### src/hdl/acd_pkg.sv
// Package for the condition and class decoder.
// Holds condition codes, class codes, the decode rule table and shared types.
// No dependencies.
package acd_pkg;

	// Condition field codes, bits 31:28 of the instruction
	typedef enum logic [3:0] {
		COND_EQ = 4'h0,
		COND_NE = 4'h1,
		COND_CS = 4'h2,
		COND_CC = 4'h3,
		COND_MI = 4'h4,
		COND_PL = 4'h5,
		COND_VS = 4'h6,
		COND_VC = 4'h7,
		COND_HI = 4'h8,
		COND_LS = 4'h9,
		COND_GE = 4'ha,
		COND_LT = 4'hb,
		COND_GT = 4'hc,
		COND_LE = 4'hd,
		COND_AL = 4'he,
		COND_NV = 4'hf
	} cond_t;

	// Instruction class codes
	typedef enum logic [3:0] {
		CLS_NONE    = 4'd0,
		CLS_MUL     = 4'd1,
		CLS_SWP     = 4'd2,
		CLS_DP      = 4'd3,
		CLS_UNDEF   = 4'd4,
		CLS_LDRSTR  = 4'd5,
		CLS_LDMSTM  = 4'd6,
		CLS_B       = 4'd7,
		CLS_CDP     = 4'd8,
		CLS_MRCMCR  = 4'd9,
		CLS_SWI     = 4'd10,
		CLS_BX      = 4'd11,
		CLS_MOVIMM  = 4'd12
	} cls_t;

	localparam int NumRules = 12;

	// Priority chain, first entry has highest priority
	localparam logic [31:0] RULE_MASK [NumRules] = '{
		32'h0fc00090, 32'h0ffffff0, 32'h0fb00ff0, 32'h0fb00000,
		32'h0c000000, 32'h0e000010, 32'h0c000000, 32'h0e000000,
		32'h0e000000, 32'h0f000010, 32'h0f000010, 32'h0f000000
	};

	localparam logic [31:0] RULE_PATTERN [NumRules] = '{
		32'h00000090, 32'h012fff10, 32'h01000090, 32'h03000000,
		32'h00000000, 32'h06000010, 32'h04000000, 32'h08000000,
		32'h0a000000, 32'h0e000000, 32'h0e000010, 32'h0f000000
	};

	localparam cls_t RULE_CLASS [NumRules] = '{
		CLS_MUL, CLS_BX, CLS_SWP, CLS_MOVIMM,
		CLS_DP, CLS_UNDEF, CLS_LDRSTR, CLS_LDMSTM,
		CLS_B, CLS_CDP, CLS_MRCMCR, CLS_SWI
	};

	// Status flags as carried with each item
	typedef struct packed {
		logic v;
		logic c;
		logic z;
		logic n;
	} flags_t;

	// Decode result
	typedef struct packed {
		cls_t instruction_class;
		logic condition_passed;
	} res_t;

endpackage

### src/hdl/acd_cond.sv
// Condition check: evaluates the condition field against N, Z, C, V.
// Depends on acd_pkg.
module acd_cond
	import acd_pkg::*;
(
	input  cond_t  code,
	input  flags_t flags,
	output logic   passed
);

	// Standard condition table; NV never passes
	always_comb begin
		unique case (code)
			COND_EQ: passed = flags.z;
			COND_NE: passed = !flags.z;
			COND_CS: passed = flags.c;
			COND_CC: passed = !flags.c;
			COND_MI: passed = flags.n;
			COND_PL: passed = !flags.n;
			COND_VS: passed = flags.v;
			COND_VC: passed = !flags.v;
			COND_HI: passed = flags.c && !flags.z;
			COND_LS: passed = !flags.c || flags.z;
			COND_GE: passed = (flags.n == flags.v);
			COND_LT: passed = (flags.n != flags.v);
			COND_GT: passed = !flags.z && (flags.n == flags.v);
			COND_LE: passed = flags.z || (flags.n != flags.v);
			COND_AL: passed = 1'b1;
			COND_NV: passed = 1'b0;
			default: passed = 1'b0;
		endcase
	end

endmodule

### src/hdl/acd_class.sv
// Class decode: priority chain of mask-and-compare tests on the word.
// Depends on acd_pkg.
module acd_class
	import acd_pkg::*;
(
	input  logic [31:0] word,
	output cls_t        cls
);

	// Scan from lowest priority up so the first matching rule wins
	always_comb begin
		cls = CLS_NONE;
		for (int i = NumRules - 1; i >= 0; i--) begin
			if ((word & RULE_MASK[i]) == RULE_PATTERN[i]) begin
				cls = RULE_CLASS[i];
			end
		end
	end

endmodule

### src/hdl/arm_condition_and_class_decoder_unit.sv
// Top level of the condition and class decoder: input register, decode, result register.
// Depends on acd_pkg, acd_cond and acd_class.
//
//  channel  | dir | fields (lsb first)
//  ---------+-----+---------------------------------------------------------------
//  s_axis   | in  | instruction_word[31:0], N[32], Z[33], C[34], V[35], zero[39:36]
//  m_axis   | out | condition_passed[0], instruction_class[4:1], zero[7:5]
//
// Two register stages: an accepted item passes from the input register to the result
// register and then leaves on m_axis. One item per cycle sustained while m_axis is ready;
// the only logic between the stages is the condition table, the twelve-rule priority
// chain and the masking of the class on a failed condition.
// arst_n clears both valid bits; payload registers are not reset.
// Back-pressure on m_axis stalls both stages; s_axis_tready drops only when both are full.
module arm_condition_and_class_decoder_unit
	import acd_pkg::*;
(
	input  logic        clk,
	input  logic        arst_n,
	input  logic        s_axis_tvalid,
	output logic        s_axis_tready,
	input  logic [39:0] s_axis_tdata,   // instruction_word, N, Z, C, V, zero pad
	output logic        m_axis_tvalid,
	input  logic        m_axis_tready,
	output logic [7:0]  m_axis_tdata    // condition_passed, instruction_class, zero pad
);

	logic        valid_s1;
	logic [31:0] word_s1;
	flags_t      flags_s1;
	logic        valid_s2;
	res_t        res_s2;

	logic   ready_s2;
	logic   ready_s1;
	logic   passed;
	cls_t   cls;
	res_t   res_next;

	// Stage readiness
	assign ready_s2      = !valid_s2 || m_axis_tready;
	assign ready_s1      = !valid_s1 || ready_s2;
	assign s_axis_tready = ready_s1;

	// Input register
	always_ff @(posedge clk or negedge arst_n) begin
		if (!arst_n) begin
			valid_s1 <= 1'b0;
		end else if (ready_s1) begin
			valid_s1 <= s_axis_tvalid;
		end
	end

	always_ff @(posedge clk) begin
		if (ready_s1 && s_axis_tvalid) begin
			word_s1  <= s_axis_tdata[31:0];
			flags_s1 <= '{v: s_axis_tdata[35], c: s_axis_tdata[34],
				z: s_axis_tdata[33], n: s_axis_tdata[32]};
		end
	end

	// Decode
	acd_cond u_cond (
		.code   (cond_t'(word_s1[31:28])),
		.flags  (flags_s1),
		.passed (passed)
	);

	acd_class u_class (
		.word (word_s1),
		.cls  (cls)
	);

	always_comb begin
		res_next.condition_passed  = passed;
		res_next.instruction_class = passed ? cls : CLS_NONE;
	end

	// Result register
	always_ff @(posedge clk or negedge arst_n) begin
		if (!arst_n) begin
			valid_s2 <= 1'b0;
		end else if (ready_s2) begin
			valid_s2 <= valid_s1;
		end
	end

	always_ff @(posedge clk) begin
		if (ready_s2 && valid_s1) begin
			res_s2 <= res_next;
		end
	end

	assign m_axis_tvalid = valid_s2;
	assign m_axis_tdata  = {3'b000, res_s2.instruction_class, res_s2.condition_passed};

	// A failed condition never carries a class
	a_fail_no_class: assert property (@(posedge clk) disable iff (!arst_n)
		valid_s2 && !res_s2.condition_passed |-> res_s2.instruction_class == CLS_NONE)
		else $error("class given for a failed condition");

	// An item moving out of stage 1 lands in the result register
	a_s1_to_s2: assert property (@(posedge clk) disable iff (!arst_n)
		valid_s1 && ready_s2 |=> valid_s2)
		else $error("item lost between stages");

	// The never condition does not pass
	a_nv_fails: assert property (@(posedge clk) disable iff (!arst_n)
		valid_s1 && ready_s2 && word_s1[31:28] == COND_NV |=> !res_s2.condition_passed)
		else $error("never condition passed");

	// Class codes stay within the defined set
	a_cls_range: assert property (@(posedge clk) disable iff (!arst_n)
		valid_s2 |-> res_s2.instruction_class <= CLS_MOVIMM)
		else $error("class code out of range");

endmodule

### config.mk
export PLATFORM = sky130hd
export DESIGN_NAME = arm_condition_and_class_decoder_unit
export DESIGN_NICKNAME = d
export VERILOG_FILES = /design/src/hdl/acd_pkg.sv /design/src/hdl/acd_cond.sv /design/src/hdl/acd_class.sv /design/src/hdl/arm_condition_and_class_decoder_unit.sv
export SDC_FILE = /design/constraint.sdc
export NUM_CORES = 1
export LEC_CHECK = 0
export ABC_AREA = 1
export BUFFER_PORTS_ARGS = -buffer_cell sky130_fd_sc_hd__buf_2
export CORE_MARGIN = 5
export CORE_UTILIZATION = 54
export DETAILED_ROUTE_END_ITERATION = 7
export MAX_ROUTING_LAYER = met4
export PLACE_DENSITY = 0.83
export SYNTH_ARGS = -nofsm -noshare
export SYNTH_HDL_FRONTEND = slang
export SYNTH_SLANG_ARGS = --single-unit
### constraint.sdc
create_clock -name clk -period 3.8 [get_ports clk]
set_input_delay 0.38 -clock clk [delete_from_list [all_inputs] [get_ports clk]]
set_output_delay 0.38 -clock clk [all_outputs]
set_load 0.03 [all_outputs]
# Word level (Yosys, flattened, before mapping)
# Index checks and enable logic that the tools add are counted.
[word_totals]
register_bits = 43
input_bits = 44
output_inout_bits = 10
wordCells = 71
[op_classes]
eq_ne = 28
muxes = 13
n_bitwise = 1
n_reduce_logical = 18
[ops]
columns = ["op", "count"]
rows = [
  ["4-bit two-way mux", 11],
  ["4-bit equality test (second input constant)", 9],
  ["32-bit zero test", 1],
  ["24-bit by 21-bit equality test with 1-bit output (second input constant)", 1],
  ["4-bit by 3-bit equality test with 1-bit output (second input constant)", 5],
  ["1-bit one-hot mux with 16 select lines", 1],
  ["15-bit by 12-bit equality test with 1-bit output (second input constant)", 1],
  ["5-bit equality test (second input constant)", 2],
  ["4-bit by 2-bit equality test with 1-bit output (second input constant)", 2],
  ["8-bit by 2-bit equality test with 1-bit output (second input constant)", 1],
  ["7-bit by 5-bit equality test with 1-bit output (second input constant)", 1],
  ["3-bit equality test (second input constant)", 2],
  ["1-bit zero test", 6],
  ["4-bit by 1-bit equality test with 1-bit output (second input constant)", 1],
  ["1-bit logical AND", 4],
  ["4-bit zero test", 1],
  ["1-bit logical OR", 4],
  ["4-bit OR reduction", 1],
  ["2-bit by 1-bit equality test with 1-bit output (second input constant)", 1],
  ["2-bit OR reduction", 1],
  ["1-bit equality test", 1],
  ["1-bit two-way mux", 1],
  ["1-bit inequality test", 1],
  ["1-bit NOT", 1],
]

# Logic depth before layout (Yosys ltp)
# Gate-level depths: netlist of the first run.
[depth]
word_depth = 13
ltp_mapped = 12
depth_no_buf = 12

# Hierarchy
# From an unflattened synthesis of the first run, not the netlist that was laid out.
[hier_totals]
hier_cells = 183
area_unflattened_um2 = 1930.6
[by_module_without_submodules]
columns = ["mod", "instances", "cells_per_inst", "area_per_inst_um2", "seq_area_each_um2"]
rows = [
  ["arm_condition_and_class_decoder_unit", 1, 65, 1382.6, 1281.2],
  ["acd_class", 1, 73, 342.8, 0.0],
  ["acd_cond", 1, 45, 205.2, 0.0],
]

# Worst setup path before layout of the first run
# OpenSTA, ideal clock, no wires.
[synth_timing]
path_kind = "register -> register"
from = "reg valid_s2, in the netlist m_axis_tvalid"
to = "reg flags_s1[0] (netlist name) (enable)"
setup_ps = 387
arrival_ps = 1623
slack_ps = 1790
stages_incl_launch_ff = 4
path_buffers = 0
synth_period_minus_slack_ps = 2010
cell_sequence = "dfrtp_1 > nand3_1 > nand2_1 > inv_1"
[synth_between]
elab_chain_cells = 4
[synth_lines]
columns = ["item", "line_no", "text"]
rows = [
  ["from (decl)", "arm_condition_and_class_decoder_unit.sv:31", "logic valid_s2;"],
  ["from (signal assigned)", "arm_condition_and_class_decoder_unit.sv:84", "valid_s2 <= valid_s1;"],
  ["1-bit zero test", "arm_condition_and_class_decoder_unit.sv:41", "assign ready_s2 = !valid_s2 || m_axis_tready;"],
  ["1-bit logical OR", "arm_condition_and_class_decoder_unit.sv:41", ""],
  ["1-bit logical OR", "arm_condition_and_class_decoder_unit.sv:42", "assign ready_s1 = !valid_s1 || ready_s2;"],
  ["net s_axis_tready", "arm_condition_and_class_decoder_unit.sv:21", "output logic s_axis_tready,"],
  ["1-bit logical AND", "arm_condition_and_class_decoder_unit.sv:55", "if (ready_s1 && s_axis_tvalid) begin"],
  ["to (signal assigned)", "arm_condition_and_class_decoder_unit.sv:57", "flags_s1 <= '{v: s_axis_tdata[35], c: s_axis_tdata[34],"],
  ["to (decl)", "arm_condition_and_class_decoder_unit.sv:30", "flags_t flags_s1;"],
]
# The timed path passes the listed nets, and every way through them passes these cells.
# A chain may end at the register's enable or synchronous reset.

# Worst setup path after layout of the first run
[layout_timing]
from = "reg valid_s2, in the netlist m_axis_tvalid"
to = "reg word_s1[21] (enable)"
[layout_between]
elab_chain_cells = 4
[layout_lines]
columns = ["item", "line_no", "text"]
rows = [
  ["1-bit zero test", "arm_condition_and_class_decoder_unit.sv:41", ""],
  ["1-bit logical OR", "arm_condition_and_class_decoder_unit.sv:41", ""],
  ["1-bit logical OR", "arm_condition_and_class_decoder_unit.sv:42", ""],
  ["1-bit logical AND", "arm_condition_and_class_decoder_unit.sv:55", ""],
  ["to (signal assigned)", "arm_condition_and_class_decoder_unit.sv:56", "word_s1 <= s_axis_tdata[31:0];"],
  ["to (decl)", "arm_condition_and_class_decoder_unit.sv:29", "logic [31:0] word_s1;"],
]
# No other way between the ends.

==> results of run 1 <==
==> area by class of cell <==
cell class	instances	area (sq um)
sequential	39	1161
fill	262	1027
multi-input combinational	91	495.5
timing repair buffer	43	220.2
inverter	24	90.09
tap	44	55.05
clock buffer	6	41.29
clock inverter	2	12.51
==> flip-flops by register name, summed over array words and instances, names as in the netlist <==
| name | flops |
|---|---|
| valid_s1 | 1 |
| word_s1 | 28 |
| m_axis_tvalid | 1 |
| m_axis_tdata | 5 |
| flags_s1 | 4 |
==> power by group <==
group | switching (mW) | internal (mW) | leakage [nW]
Clock | 0.128 | 0.0714 | 0.0282
Sequential | 0.0198 | 0.515 | 0.380
Combinational | 0.0832 | 0.0426 | 0.513
==> routing by layer <==
layer  part of all wire [%]  up-vias  track usage [%]  routed length, um
met5                      0        -                -                  0
met4                    2.4        0            7.089                 76
met3                    6.4       11            5.228                201
met2                     54       45            31.66               1720
met1                     37      580            15.49               1157
li1                       -      632                -                  -
==> metrics by stage <==
stage               setup slack [ns]  power (mW)  cells  hold WS, ns  instance area [sq um]
CTS                            1.922      0.8666    249       0.1898                   2076
floorplan                      1.790      0.6271    157      0.08441                   1769
detailed placement             1.835      0.6703    240       0.1666                   2012
global placement               1.943      0.6602    240       0.1640                   2012
finish                         1.964      0.8598    249       0.2022                   2076
global route                   1.799      0.9061    249       0.1718                   2076
==> cells by family (layout without fill, tap and decap cells) <==
group / after synthesis / in the layout
other: 1 / 3
AO/OA/AOI/OAI: 11 / 11
adder cells (fa/ha/maj): 3 / 3
AND/OR/NAND/NOR: 74 / 74
flip-flops: 39 / 39
buffers and inverters: 27 / 75
==> placed cells by master (no fill, tap or decap) <==
master                           n
sky130_fd_sc_hd__o2111ai_1       1
sky130_fd_sc_hd__buf_2          42
sky130_fd_sc_hd__o21ai_1         1
sky130_fd_sc_hd__o211ai_1        2
sky130_fd_sc_hd__and3_4          1
sky130_fd_sc_hd__inv_1          20
sky130_fd_sc_hd__nor2b_1         1
sky130_fd_sc_hd__nor2_2          3
sky130_fd_sc_hd__nand3_2         1
sky130_fd_sc_hd__o21ai_0         3
sky130_fd_sc_hd__clkinv_2        1
sky130_fd_sc_hd__clkinvlp_4      1
sky130_fd_sc_hd__clkbuf_4        5
sky130_fd_sc_hd__dfrtp_1         2
sky130_fd_sc_hd__o31ai_1         1
sky130_fd_sc_hd__a21oi_1         3
sky130_fd_sc_hd__nand4_2         2
sky130_fd_sc_hd__clkbuf_1        1
sky130_fd_sc_hd__nor4_1          1
sky130_fd_sc_hd__dlygate4sd3_1   1
sky130_fd_sc_hd__nand2_2         1
sky130_fd_sc_hd__ha_1            3
sky130_fd_sc_hd__conb_1          3
sky130_fd_sc_hd__inv_2           4
sky130_fd_sc_hd__or2_4           1
sky130_fd_sc_hd__nor3_4          1
sky130_fd_sc_hd__nand2_1        27
sky130_fd_sc_hd__nor2_1         12
sky130_fd_sc_hd__nand3_1        13
sky130_fd_sc_hd__edfxtp_1       37
sky130_fd_sc_hd__nand4_1         8
sky130_fd_sc_hd__nor3_1          2
==> final timing paths <==
check,endpoint,cells after the start
max,word_s1[21]$_DFFE_PP_,3
max reg2reg,word_s1[21]$_DFFE_PP_,3
min,flags_s1[3]$_DFFE_PP_,1
min reg2reg,m_axis_tvalid$_DFFE_PN0P_,2
max in group asynchronous,valid_s1$_DFFE_PN0N_,2
min in group asynchronous,m_axis_tvalid$_DFFE_PN0P_,2
==> critical path, stage by stage, from the launching register on <==
cell and delay [ns]:
sky130_fd_sc_hd__dfrtp_1 0.42, sky130_fd_sc_hd__nand3_1 0.13, sky130_fd_sc_hd__nand2_1 0.08, sky130_fd_sc_hd__inv_1 0.82
==> metrics.json, run 1 <==
{
  "status": {"value": "complete, no violations"},
  "grt_max_degree": {"value": 33},
  "main_combinational_cell_family_by_area_after_synthesis": {"value": "simple AND/OR/NAND/NOR gates"},
  "yosys-mux-area-fraction": {"value": 0, "unit": "%"},
  "postSynth.asyncResetShare": {"value": 5.128, "unit": "%"},
  "cts.root.buffer_cell": {"value": "sky130_fd_sc_hd__clkbuf_4"},
  "dieArea": {"value": 0.004504, "unit": "sq mm"},
  "place.detailed.hpwl": {"value": 2504, "unit": "um"},
  "final_period_demand_of_the_worst_path": {"value": 1.836, "unit": "ns"},
  "post_cts_resized": {"value": 0},
  "hp-start": {"value": "s_axis_tdata[35]"},
  "power.static_leakage": {"value": 0.9212, "unit": "nW"},
  "detail_route.wl_per_cell": {"value": 12.67, "unit": "um"},
  "final_max_tran_viols": {"value": 0},
  "vdd_drop_max": {"value": 0.2983, "unit": "mV"},
  "arrival": {"value": 1.80, "unit": "ns"},
  "synth_commonest_cells": {"value": "sky130_fd_sc_hd__edfxtp_1 (37), sky130_fd_sc_hd__nand2_1 (27), sky130_fd_sc_hd__inv_1 (20), sky130_fd_sc_hd__nand3_1 (13), sky130_fd_sc_hd__nor2_1 (12)"},
  "slew-limit-headroom": {"value": 24.37, "unit": "%"},
  "route.final.wire_length": {"value": 3156, "unit": "um"},
  "r2r_setup_slack": {"value": 1.96, "unit": "ns"},
  "final.setup.tns": {"value": 0, "unit": "ns"},
  "number_of_antenna_violations_at_the_first_check_in_global_routing": {"value": 0},
  "post_synth_inst_count": {"value": 155},
  "antenna_diode_count": {"value": 0},
  "yosys_most_used_dff": {"value": "sky130_fd_sc_hd__edfxtp_1"},
  "setup_viol": {"value": 0},
  "rsz_0062_raised_after_global_routing": {"value": "false"},
  "floorplan.initialDensity": {"value": 56.77, "unit": "%"},
  "drv.max_cap_violation_count": {"value": 0},
  "final_design_utilization": {"value": 66.90, "unit": "%"},
  "timing.critical_path.to_type": {"value": "flip-flop"},
  "crit_required": {"value": 3.76, "unit": "ns"},
  "port_buffers": {"value": 42},
  "dr_total_vias": {"value": 1268},
  "synth_top_cell_area_share": {"value": 63.07, "unit": "%"},
  "clk_latency": {"value": 0.34, "unit": "ns"},
  "seq_area_frac_synth": {"value": 65.91, "unit": "%"},
  "synthSimpleGateAreaFrac": {"value": 21.59, "unit": "%"},
  "overflow": {"value": 0},
  "synth_seq_cells": {"value": 39},
  "synth_xor_area_share": {"value": 0, "unit": "%"},
  "die_h": {"value": 67.12, "unit": "um"},
  "cts_hold_repair.buffers": {"value": 1},
  "clock-sinks": {"value": 39},
  "synth.area.top_cells": {"value": "sky130_fd_sc_hd__edfxtp_1 (63%), sky130_fd_sc_hd__nand2_1 (5.8%), sky130_fd_sc_hd__inv_1 (4.3%), sky130_fd_sc_hd__nand3_1 (3.7%), sky130_fd_sc_hd__dfrtp_1 (2.8%)"},
  "clock_tree_buf_depth": {"value": 2},
  "clkSlewWorstSetupHoldPaths": {"value": 0.11, "unit": "ns"},
  "r2r_start": {"value": "m_axis_tvalid$_DFFE_PN0P_"},
  "synth_warn": {"value": 0},
  "netlist_area": {"value": 0.001762, "unit": "sq mm"},
  "timing.hold.worst.class": {"value": "in -> reg"},
  "fraction_of_the_mapped_netlist_area_in_compound_gates": {"value": 3.764, "unit": "%"},
  "die-width": {"value": 67.12, "unit": "um"},
  "maximum_fanout_along_the_worst_path": {"value": 32},
  "detailedRoute.firstIterationViolations": {"value": 50},
  "timing_worst_setup_path_type": {"value": "reg -> reg"},
  "synth.distinct_cells": {"value": 27},
  "router_iterations_before_antenna_repair": {"value": 4},
  "cts.repair_timing.setup_buffer_count": {"value": 0},
  "final.period_utilization": {"value": 48.32, "unit": "%"},
  "hold_violations": {"value": 0},
  "synth_top_area_cell": {"value": "sky130_fd_sc_hd__edfxtp_1"},
  "yosysMostFrequentCell": {"value": "sky130_fd_sc_hd__edfxtp_1"},
  "worst_clock_skew": {"value": 0.009863, "unit": "ns"},
  "gp_routability_congestion": {"value": 0.9710},
  "synth.avg_cell_area": {"value": 11.37, "unit": "sq um"},
  "remaining_drc_errors": {"value": 0},
  "antenna_violating_nets_post_route": {"value": 0},
  "number_of_flops_mapped_to_enable_cells_by_yosys": {"value": 37},
  "tightestPinTransition": {"value": 1.133, "unit": "ns"},
  "timing.fmax": {"value": 544.6, "unit": "MHz"},
  "syn_to_final_growth": {"value": 17.83, "unit": "%"},
  "groute.usage.overall": {"value": 16.88, "unit": "%"},
  "top_level_ports": {"value": 54},
  "finish.net_count": {"value": 251},
  "rows": {"value": 20},
  "via_count_of_the_first_global_routing_pass": {"value": 1320},
  "post_drt_via_cell_ratio": {"value": 5.092},
  "critPathLaunchType": {"value": "flip-flop"},
  "cts_made_buffers": {"value": 5},
  "tritoncts": {"value": "built"},
  "grt_pass1_wl": {"value": 5430, "unit": "um"},
  "final_layout_size_suffix_gt1_share": {"value": 30.73, "unit": "%"},
  "synth_fa_ha_area_share": {"value": 2.131, "unit": "%"},
  "power.density": {"value": 414.2, "unit": "mW/mm^2"},
  "worstSetupStartpoint": {"value": "m_axis_tvalid$_DFFE_PN0P_"},
  "h-tree-depth": {"value": 2},
  "floorplan.core_area": {"value": 0.003103, "unit": "sq mm"}
}
(Power assumes the default switching activity.)
==> run 2: changes to the inputs <==
Settings changed: CORE_UTILIZATION 54 to 45, PLACE_DENSITY 0.83 to 0.74.
Clock period 3.8 ns to 1.6 ns, I/O delays scaled along.
==> run 2 against run 1 <==
Compared with the run above:
- hold slack lost 0.16 ns
- maximum frequency increased by 20%
- total power grew to 2.6 times the previous value
- global-route usage down 4.4 points
- sequential cell count is the same
- critical path type unchanged
- largest cell class unchanged
==> metrics.json, run 2 (same netlist as run 1, synthesis figures left out) <==
{
  "status": {"value": "complete, no violations"},
  "cellInternalPower": {"value": 1.651, "unit": "mW"},
  "rsz_0062_raised_after_global_routing": {"value": "true"},
  "clock_tree_buf_depth": {"value": 2},
  "cts.root.buffer_cell": {"value": "sky130_fd_sc_hd__clkbuf_8"},
  "path_cells": {"value": "buf_4 -> nor4_2 -> nand4_1 -> nand4_1 -> nor2b_1"},
  "sink_of_the_worst_hold_path": {"value": "flags_s1[3]$_DFFE_PP_"},
  "share_clk_of_total_power": {"value": 28.2, "unit": "%"},
  "power.static_leakage": {"value": 0.9653, "unit": "nW"},
  "final_period_demand_of_the_worst_path": {"value": 1.532, "unit": "ns"},
  "place.detailed.hpwl": {"value": 2242, "unit": "um"},
  "timing.fmax": {"value": 652.6, "unit": "MHz"},
  "router_iterations_before_antenna_repair": {"value": 4},
  "number_of_antenna_violations_at_the_first_check_in_global_routing": {"value": 0},
  "die_h": {"value": 72.57, "unit": "um"},
  "critical_path.max_stage_delay": {"value": 0.40, "unit": "ns"},
  "timing.critical_path.to_type": {"value": "flip-flop"},
  "groute.usage.overall": {"value": 12.46, "unit": "%"},
  "post_drt_via_cell_ratio": {"value": 4.802},
  "setup_viol": {"value": 0},
  "grt_max_degree": {"value": 33},
  "gp_routability_congestion": {"value": 0.8744},
  "grt_pass1_wl": {"value": 4850, "unit": "um"},
  "drv.max_cap_violation_count": {"value": 0},
  "h-tree-depth": {"value": 2},
  "swShare": {"value": 25.89, "unit": "%"},
  "sequentialPowerShare": {"value": 57.1, "unit": "%"},
  "rows": {"value": 22},
  "via_count_of_the_first_global_routing_pass": {"value": 1143},
  "maximum_fanout_along_the_worst_path": {"value": 3},
  "vdd_drop_max": {"value": 0.7720, "unit": "mV"},
  "cts.repair_timing.setup_buffer_count": {"value": 0},
  "power.density": {"value": 1002, "unit": "mW/mm^2"},
  "clock-sinks": {"value": 39},
  "final_layout_size_suffix_gt1_share": {"value": 40.48, "unit": "%"},
  "ff_latch_area": {"value": 0.001162, "unit": "sq mm"},
  "r2r_setup_slack": {"value": 0.07, "unit": "ns"},
  "critical_path.most_common_cell": {"value": "sky130_fd_sc_hd__nand4_1"},
  "overflow": {"value": 0},
  "hp-start": {"value": "s_axis_tdata[35]"},
  "clk_latency": {"value": 0.28, "unit": "ns"},
  "critical_path_buf_inv_count": {"value": 1},
  "port_buffers": {"value": 42},
  "footprint_of_the_multi_input_gates": {"value": 546.8, "unit": "sq um"},
  "timing.hold.worst.class": {"value": "in -> reg"},
  "clkSlewWorstSetupHoldPaths": {"value": 0.07, "unit": "ns"},
  "arrival": {"value": 1.57, "unit": "ns"},
  "cts_made_buffers": {"value": 5},
  "tritoncts": {"value": "built"},
  "largest_register_ffs": {"value": 28},
  "postLayoutSetupSlackWorst": {"value": 0.06774, "unit": "ns"},
  "critPathLaunchType": {"value": "flip-flop"},
  "rr_worst_depth": {"value": 5},
  "final_design_utilization": {"value": 59.80, "unit": "%"},
  "top_level_ports": {"value": 54},
  "r2r-end": {"value": "m_axis_tdata[1]$_SDFFCE_PN0P_"},
  "syn_to_final_growth": {"value": 26.14, "unit": "%"},
  "worstSetupPathDepth": {"value": 5},
  "fillCellCount": {"value": 323},
  "dpl_worst_slack": {"value": 0.005956, "unit": "ns"},
  "timing_worst_setup_path_type": {"value": "reg -> reg"},
  "dr_total_vias": {"value": 1239},
  "leading_cell_type_in_the_layout_fill_and_taps_excluded": {"value": "sky130_fd_sc_hd__buf_2"},
  "floorplan.core_area": {"value": 0.003716, "unit": "sq mm"},
  "crit_required": {"value": 1.64, "unit": "ns"},
  "p_comb_share": {"value": 14.7, "unit": "%"},
  "dieArea": {"value": 0.005266, "unit": "sq mm"},
  "final.period_utilization": {"value": 95.77, "unit": "%"},
  "total_power": {"value": 2.227, "unit": "mW"},
  "switching_power": {"value": 0.5765, "unit": "mW"},
  "mostFrequentLayoutCells": {"value": "sky130_fd_sc_hd__buf_2 (42), sky130_fd_sc_hd__edfxtp_1 (37), sky130_fd_sc_hd__nand2_1 (24), sky130_fd_sc_hd__inv_1 (15), sky130_fd_sc_hd__nand3_1 (10)"},
  "hold_violations": {"value": 0},
  "worst_clock_skew": {"value": 0.006215, "unit": "ns"},
  "r2r_start": {"value": "word_s1[27]$_DFFE_PP_"},
  "crit_slowest_cell": {"value": "sky130_fd_sc_hd__edfxtp_1"},
  "kind_of_cell_adding_the_most_delay_to_the_critical_path": {"value": "simple AND/OR/NAND/NOR gates"},
  "final_max_tran_viols": {"value": 0},
  "remaining_drc_errors": {"value": 0},
  "finish.net_count": {"value": 256},
  "whs_path_depth": {"value": 1},
  "detailedRoute.firstIterationViolations": {"value": 29},
  "antenna_violating_nets_post_route": {"value": 0},
  "antenna_diode_count": {"value": 0},
  "largest-register": {"value": "word_s1"},
  "die-width": {"value": 72.57, "unit": "um"},
  "route.final.wire_length": {"value": 2841, "unit": "um"},
  "floorplan.initialDensity": {"value": 47.41, "unit": "%"},
  "detail_route.wl_per_cell": {"value": 11.01, "unit": "um"}
}
==> run 2: changes by cell type in the layout (fill, tap and decap cells not counted), moves of 2 or more <==
cell,previous run,this run
sky130_fd_sc_hd__buf_4,0,4
sky130_fd_sc_hd__inv_2,4,8
sky130_fd_sc_hd__nand2_2,1,4
sky130_fd_sc_hd__nand2_1,27,24
sky130_fd_sc_hd__nand3_2,1,3
sky130_fd_sc_hd__nor2_1,12,8
sky130_fd_sc_hd__clkbuf_4,5,0
sky130_fd_sc_hd__inv_1,20,15
sky130_fd_sc_hd__nand3_1,13,10
sky130_fd_sc_hd__nor2_2,3,6
sky130_fd_sc_hd__clkbuf_8,0,5
==> run 2: final cells by class <==
| class | count | area share (%) |
|---|---|---|
| well taps | 48 | 2.703 |
| flip-flops and latches | 39 | 52.31 |
| multi-input cells | 91 | 24.61 |
| inverters | 24 | 4.223 |
| repair buffers | 48 | 12.16 |
| clock buffers | 5 | 3.097 |
| clock inverters | 3 | 0.9009 |
==> run 2: metrics by stage <==
step	hold WS, ns	std cells	setup TNS (ns)	instance area [sq um]
after CTS	0.03609	258	0	2186
after global routing	0.02367	258	-0.08996	2222
after global placement	-0.05441	249	0	2087
after floorplan	-0.1356	157	0	1789
final	0.04465	258	0	2222
after detailed placement	-0.05359	249	0	2087
==> run 2: power groups by stage <==
| stage | registers, mW | logic (mW) | clock network [mW] |
|---|---|---|---|
| finish | 1.27 | 0.328 | 0.628 |
| global route | 1.28 | 0.368 | 0.702 |
| CTS | 1.27 | 0.326 | 0.646 |
| detailed placement | 1.29 | 0.323 | 0 |
| floorplan | 1.33 | 0.172 | 0 |
| global placement | 1.29 | 0.318 | 0 |
==> run 2: repair_timing <==
action | CTS | global route
gates resized for setup | 0 | 14
setup endpoints to repair | 0 | 4
endpoints found under the hold margin | 2 | 0
hold buffers | 1 | 0
==> run 2: worst max-delay path by stage <==
stage | from | endpoint | slack, ns
3_3_place_gp | word_s1[26]$_DFFE_PP_ | m_axis_tdata[4]$_SDFFCE_PP0P_ | 0.08
2_1_floorplan | m_axis_tvalid$_DFFE_PN0P_ | flags_s1[0]$_DFFE_PP_ | 0.01
6_report | word_s1[27]$_DFFE_PP_ | m_axis_tdata[1]$_SDFFCE_PN0P_ | 0.07
4_1_cts | word_s1[26]$_DFFE_PP_ | m_axis_tdata[4]$_SDFFCE_PP0P_ | 0.006
5_1_grt | word_s1[29]$_DFFE_PP_ | m_axis_tdata[3]$_SDFFCE_PP0P_ | -0.03
3_5_place_dp | word_s1[27]$_DFFE_PP_ | m_axis_tdata[4]$_SDFFCE_PP0P_ | 0.006
==> run 2: per-layer routing <==
layer | vias to the layer above | global-route usage, % | routed length, um
met5 | - | - | 0
met4 | 0 | 4.303 | 47
met3 | 6 | 4.683 | 229
met2 | 54 | 20.74 | 1448
met1 | 539 | 13.69 | 1116
li1 | 640 | - | -
==> run 3: changes to the inputs <==
Settings changed: CORE_UTILIZATION 45 to 54, PLACE_DENSITY 0.74 to 0.83.
Clock period 1.6 ns to 1.9 ns, I/O delays scaled along.
==> run 3 against run 2 <==
Compared with the run above:
- combinational power decreased by 11%
- non-clock buffer count increased by 17
- sequential power decreased by 16%
- routed wire length increased by 25%
- register-to-register slack improved by 0.10 ns
==> metrics.json, run 3 (same netlist as run 1, synthesis figures left out) <==
{
  "groute.usage.overall": {"value": 14.81, "unit": "%"},
  "clk_latency": {"value": 0.35, "unit": "ns"},
  "timing.hold.worst.class": {"value": "in -> reg"},
  "grt_max_degree": {"value": 33},
  "sink_of_the_worst_hold_path": {"value": "word_s1[30]$_DFFE_PP_"},
  "post_drt_via_cell_ratio": {"value": 5.030},
  "number_of_antenna_violations_at_the_first_check_in_global_routing": {"value": 0},
  "rr_worst_depth": {"value": 9},
  "placed_cells_incl_taps": {"value": 240},
  "finish.net_count": {"value": 273},
  "hold_violations": {"value": 0},
  "vdd_drop_max": {"value": 0.7656, "unit": "mV"},
  "router_iterations_before_antenna_repair": {"value": 4},
  "floorplan.core_area": {"value": 0.003103, "unit": "sq mm"},
  "place.detailed.hpwl": {"value": 2344, "unit": "um"},
  "tightestPinTransition": {"value": 0.6224, "unit": "ns"},
  "power.static_leakage": {"value": 1.027, "unit": "nW"},
  "floorplan.initialDensity": {"value": 56.77, "unit": "%"},
  "top_level_ports": {"value": 54},
  "setup_viol": {"value": 0},
  "via_count_of_the_first_global_routing_pass": {"value": 1227},
  "r2r_setup_slack": {"value": 0.17, "unit": "ns"},
  "r2r_start": {"value": "word_s1[26]$_DFFE_PP_"},
  "route.final.wire_length": {"value": 3560, "unit": "um"},
  "dieArea": {"value": 0.004504, "unit": "sq mm"},
  "arrival": {"value": 1.95, "unit": "ns"},
  "overflow": {"value": 0},
  "detailedRoute.firstIterationViolations": {"value": 64},
  "remaining_drc_errors": {"value": 0},
  "final_max_tran_viols": {"value": 0},
  "gp_routability_congestion": {"value": 0.8656},
  "dr_total_vias": {"value": 1363},
  "largest-register": {"value": "word_s1"},
  "timing_worst_setup_path_type": {"value": "reg -> reg"},
  "die_h": {"value": 67.12, "unit": "um"},
  "whs_path_depth": {"value": 1},
  "detail_route.wl_per_cell": {"value": 13.14, "unit": "um"},
  "final.period_utilization": {"value": 91.00, "unit": "%"},
  "drv.max_cap_violation_count": {"value": 0},
  "fin_cells": {"value": 271},
  "final_period_demand_of_the_worst_path": {"value": 1.729, "unit": "ns"},
  "cts_made_buffers": {"value": 5},
  "path_cells": {"value": "inv_1 -> ha_1 -> inv_1 -> nor2_1 -> nand2_1 -> nor2_1 -> nand4_2 -> and3_4 -> nor2_2"},
  "clock-sinks": {"value": 39},
  "kind_of_cell_adding_the_most_delay_to_the_critical_path": {"value": "simple AND/OR/NAND/NOR gates"},
  "crit_slowest_cell": {"value": "sky130_fd_sc_hd__edfxtp_1"},
  "tritoncts": {"value": "built"},
  "cts.root.buffer_cell": {"value": "sky130_fd_sc_hd__clkbuf_4"},
  "clkSlewWorstSetupHoldPaths": {"value": 0.11, "unit": "ns"},
  "crit_required": {"value": 2.12, "unit": "ns"},
  "syn_to_final_growth": {"value": 31.82, "unit": "%"},
  "antenna_diode_count": {"value": 0},
  "final_layout_size_suffix_gt1_share": {"value": 31.28, "unit": "%"},
  "critical_path.max_stage_delay": {"value": 0.46, "unit": "ns"},
  "rows": {"value": 20},
  "power.density": {"value": 821.2, "unit": "mW/mm^2"},
  "critical_path_buf_inv_count": {"value": 2},
  "maximum_fanout_along_the_worst_path": {"value": 4},
  "status": {"value": "complete, no violations"},
  "largest_register_ffs": {"value": 28},
  "final.setup.tns": {"value": 0, "unit": "ns"},
  "port_buffers": {"value": 42},
  "die-width": {"value": 67.12, "unit": "um"},
  "rsz_0062_raised_after_global_routing": {"value": "false"},
  "mostFrequentLayoutCells": {"value": "sky130_fd_sc_hd__buf_2 (42), sky130_fd_sc_hd__edfxtp_1 (37), sky130_fd_sc_hd__nand2_1 (27), sky130_fd_sc_hd__dlygate4sd3_1 (19), sky130_fd_sc_hd__inv_1 (18)"},
  "h-tree-depth": {"value": 2},
  "grt_pass1_wl": {"value": 4795, "unit": "um"},
  "timing.fmax": {"value": 578.4, "unit": "MHz"},
  "worst_clock_skew": {"value": 0.008385, "unit": "ns"},
  "leading_cell_type_in_the_layout_fill_and_taps_excluded": {"value": "sky130_fd_sc_hd__buf_2"},
  "hp-start": {"value": "s_axis_tdata[30]"},
  "slew-limit-headroom": {"value": 58.42, "unit": "%"},
  "r2r-end": {"value": "m_axis_tdata[4]$_SDFFCE_PP0P_"},
  "critPathLaunchType": {"value": "flip-flop"},
  "antenna_violating_nets_post_route": {"value": 0},
  "clock_tree_buf_depth": {"value": 2},
  "timing.critical_path.to_type": {"value": "flip-flop"}
}
## run 3: cell count changes in the layout (fill, tap and decap cells not counted), moves of 2 or more
cell / before / now
sky130_fd_sc_hd__nand2_1: 24 / 27
sky130_fd_sc_hd__nand3_1: 10 / 12
sky130_fd_sc_hd__nor2_2: 6 / 3
sky130_fd_sc_hd__inv_1: 15 / 18
sky130_fd_sc_hd__nand2_2: 4 / 1
sky130_fd_sc_hd__clkbuf_4: 0 / 5
sky130_fd_sc_hd__inv_2: 8 / 5
sky130_fd_sc_hd__clkbuf_8: 5 / 0
sky130_fd_sc_hd__dlygate4sd3_1: 1 / 19
sky130_fd_sc_hd__nor2_1: 8 / 12
## run 3: report_power, final
group          internal (mW)  total, mW  switching [mW]
Combinational          0.117      0.291           0.174
Clock                  0.277      0.544           0.268
Sequential              1.03       1.07          0.0418
Total                   1.42       1.91           0.484
## run 3: area by class of cell
| type | count | area, sq um |
|---|---|---|
| clock buffers | 5 | 37.54 |
| flip-flops and latches | 39 | 1161 |
| fillers | 208 | 780.7 |
| well taps | 44 | 55.05 |
| repair buffers | 65 | 430.4 |
| clock inverters | 3 | 43.79 |
| inverters | 24 | 93.84 |
| multi-input cells | 91 | 500.5 |
## run 3: worst register-to-register path, cell delays in order (launching register included)
cell	delay [ns]
sky130_fd_sc_hd__edfxtp_1	0.46
sky130_fd_sc_hd__inv_1	0.14
sky130_fd_sc_hd__ha_1	0.18
sky130_fd_sc_hd__inv_1	0.08
sky130_fd_sc_hd__nor2_1	0.09
sky130_fd_sc_hd__nand2_1	0.08
sky130_fd_sc_hd__nor2_1	0.12
sky130_fd_sc_hd__nand4_2	0.14
sky130_fd_sc_hd__and3_4	0.21
sky130_fd_sc_hd__nor2_2	0.11
## run 3: worst max-delay path by stage
stage	start	endpoint	slack, ns	depth (start not counted)
2_1_floorplan	m_axis_tvalid$_DFFE_PN0P_	flags_s1[0]$_DFFE_PP_	0.06	3
3_3_place_gp	word_s1[27]$_DFFE_PP_	m_axis_tdata[4]$_SDFFCE_PP0P_	0.20	9
3_5_place_dp	word_s1[27]$_DFFE_PP_	m_axis_tdata[4]$_SDFFCE_PP0P_	0.13	9
4_1_cts	word_s1[27]$_DFFE_PP_	m_axis_tdata[4]$_SDFFCE_PP0P_	0.12	9
5_1_grt	word_s1[26]$_DFFE_PP_	m_axis_tdata[4]$_SDFFCE_PP0P_	0.006	9
6_report	word_s1[26]$_DFFE_PP_	m_axis_tdata[4]$_SDFFCE_PP0P_	0.17	9
## run 3: what timing repair did
| action | in CTS | in global routing |
|---|---|---|
| hold buffers | 1 | 18 |
| endpoints found under the setup margin | 0 | 3 |
| endpoints found under the hold margin | 2 | 18 |
| setup buffers | 0 | 4 |
| gates resized for setup | 0 | 1 |
## run 3: layer usage
layer / global-route usage, % / share of wire (%) / wire (um)
met5: - / 0 / 0
met4: 5.316 / 2.4 / 84
met3: 5.059 / 4.9 / 175
met2: 27.85 / 59 / 2086
met1: 13.59 / 34 / 1215
## run 3: through the flow
stage          power (mW)  util, %  hold WS [ns]  setup WS [ns]  area (sq um)
5_1_grt             1.996    74.84     -0.007626       0.005992          2322
3_3_place_gp        1.323    65.12      -0.02636         0.1993          2021
3_5_place_dp        1.340    65.12      -0.02230         0.1266          2021
6_report            1.907    74.84       0.01126         0.1710          2322
4_1_cts             1.867    68.06      0.002730         0.1220          2112
2_1_floorplan       1.257        -       -0.1056        0.06165          1778
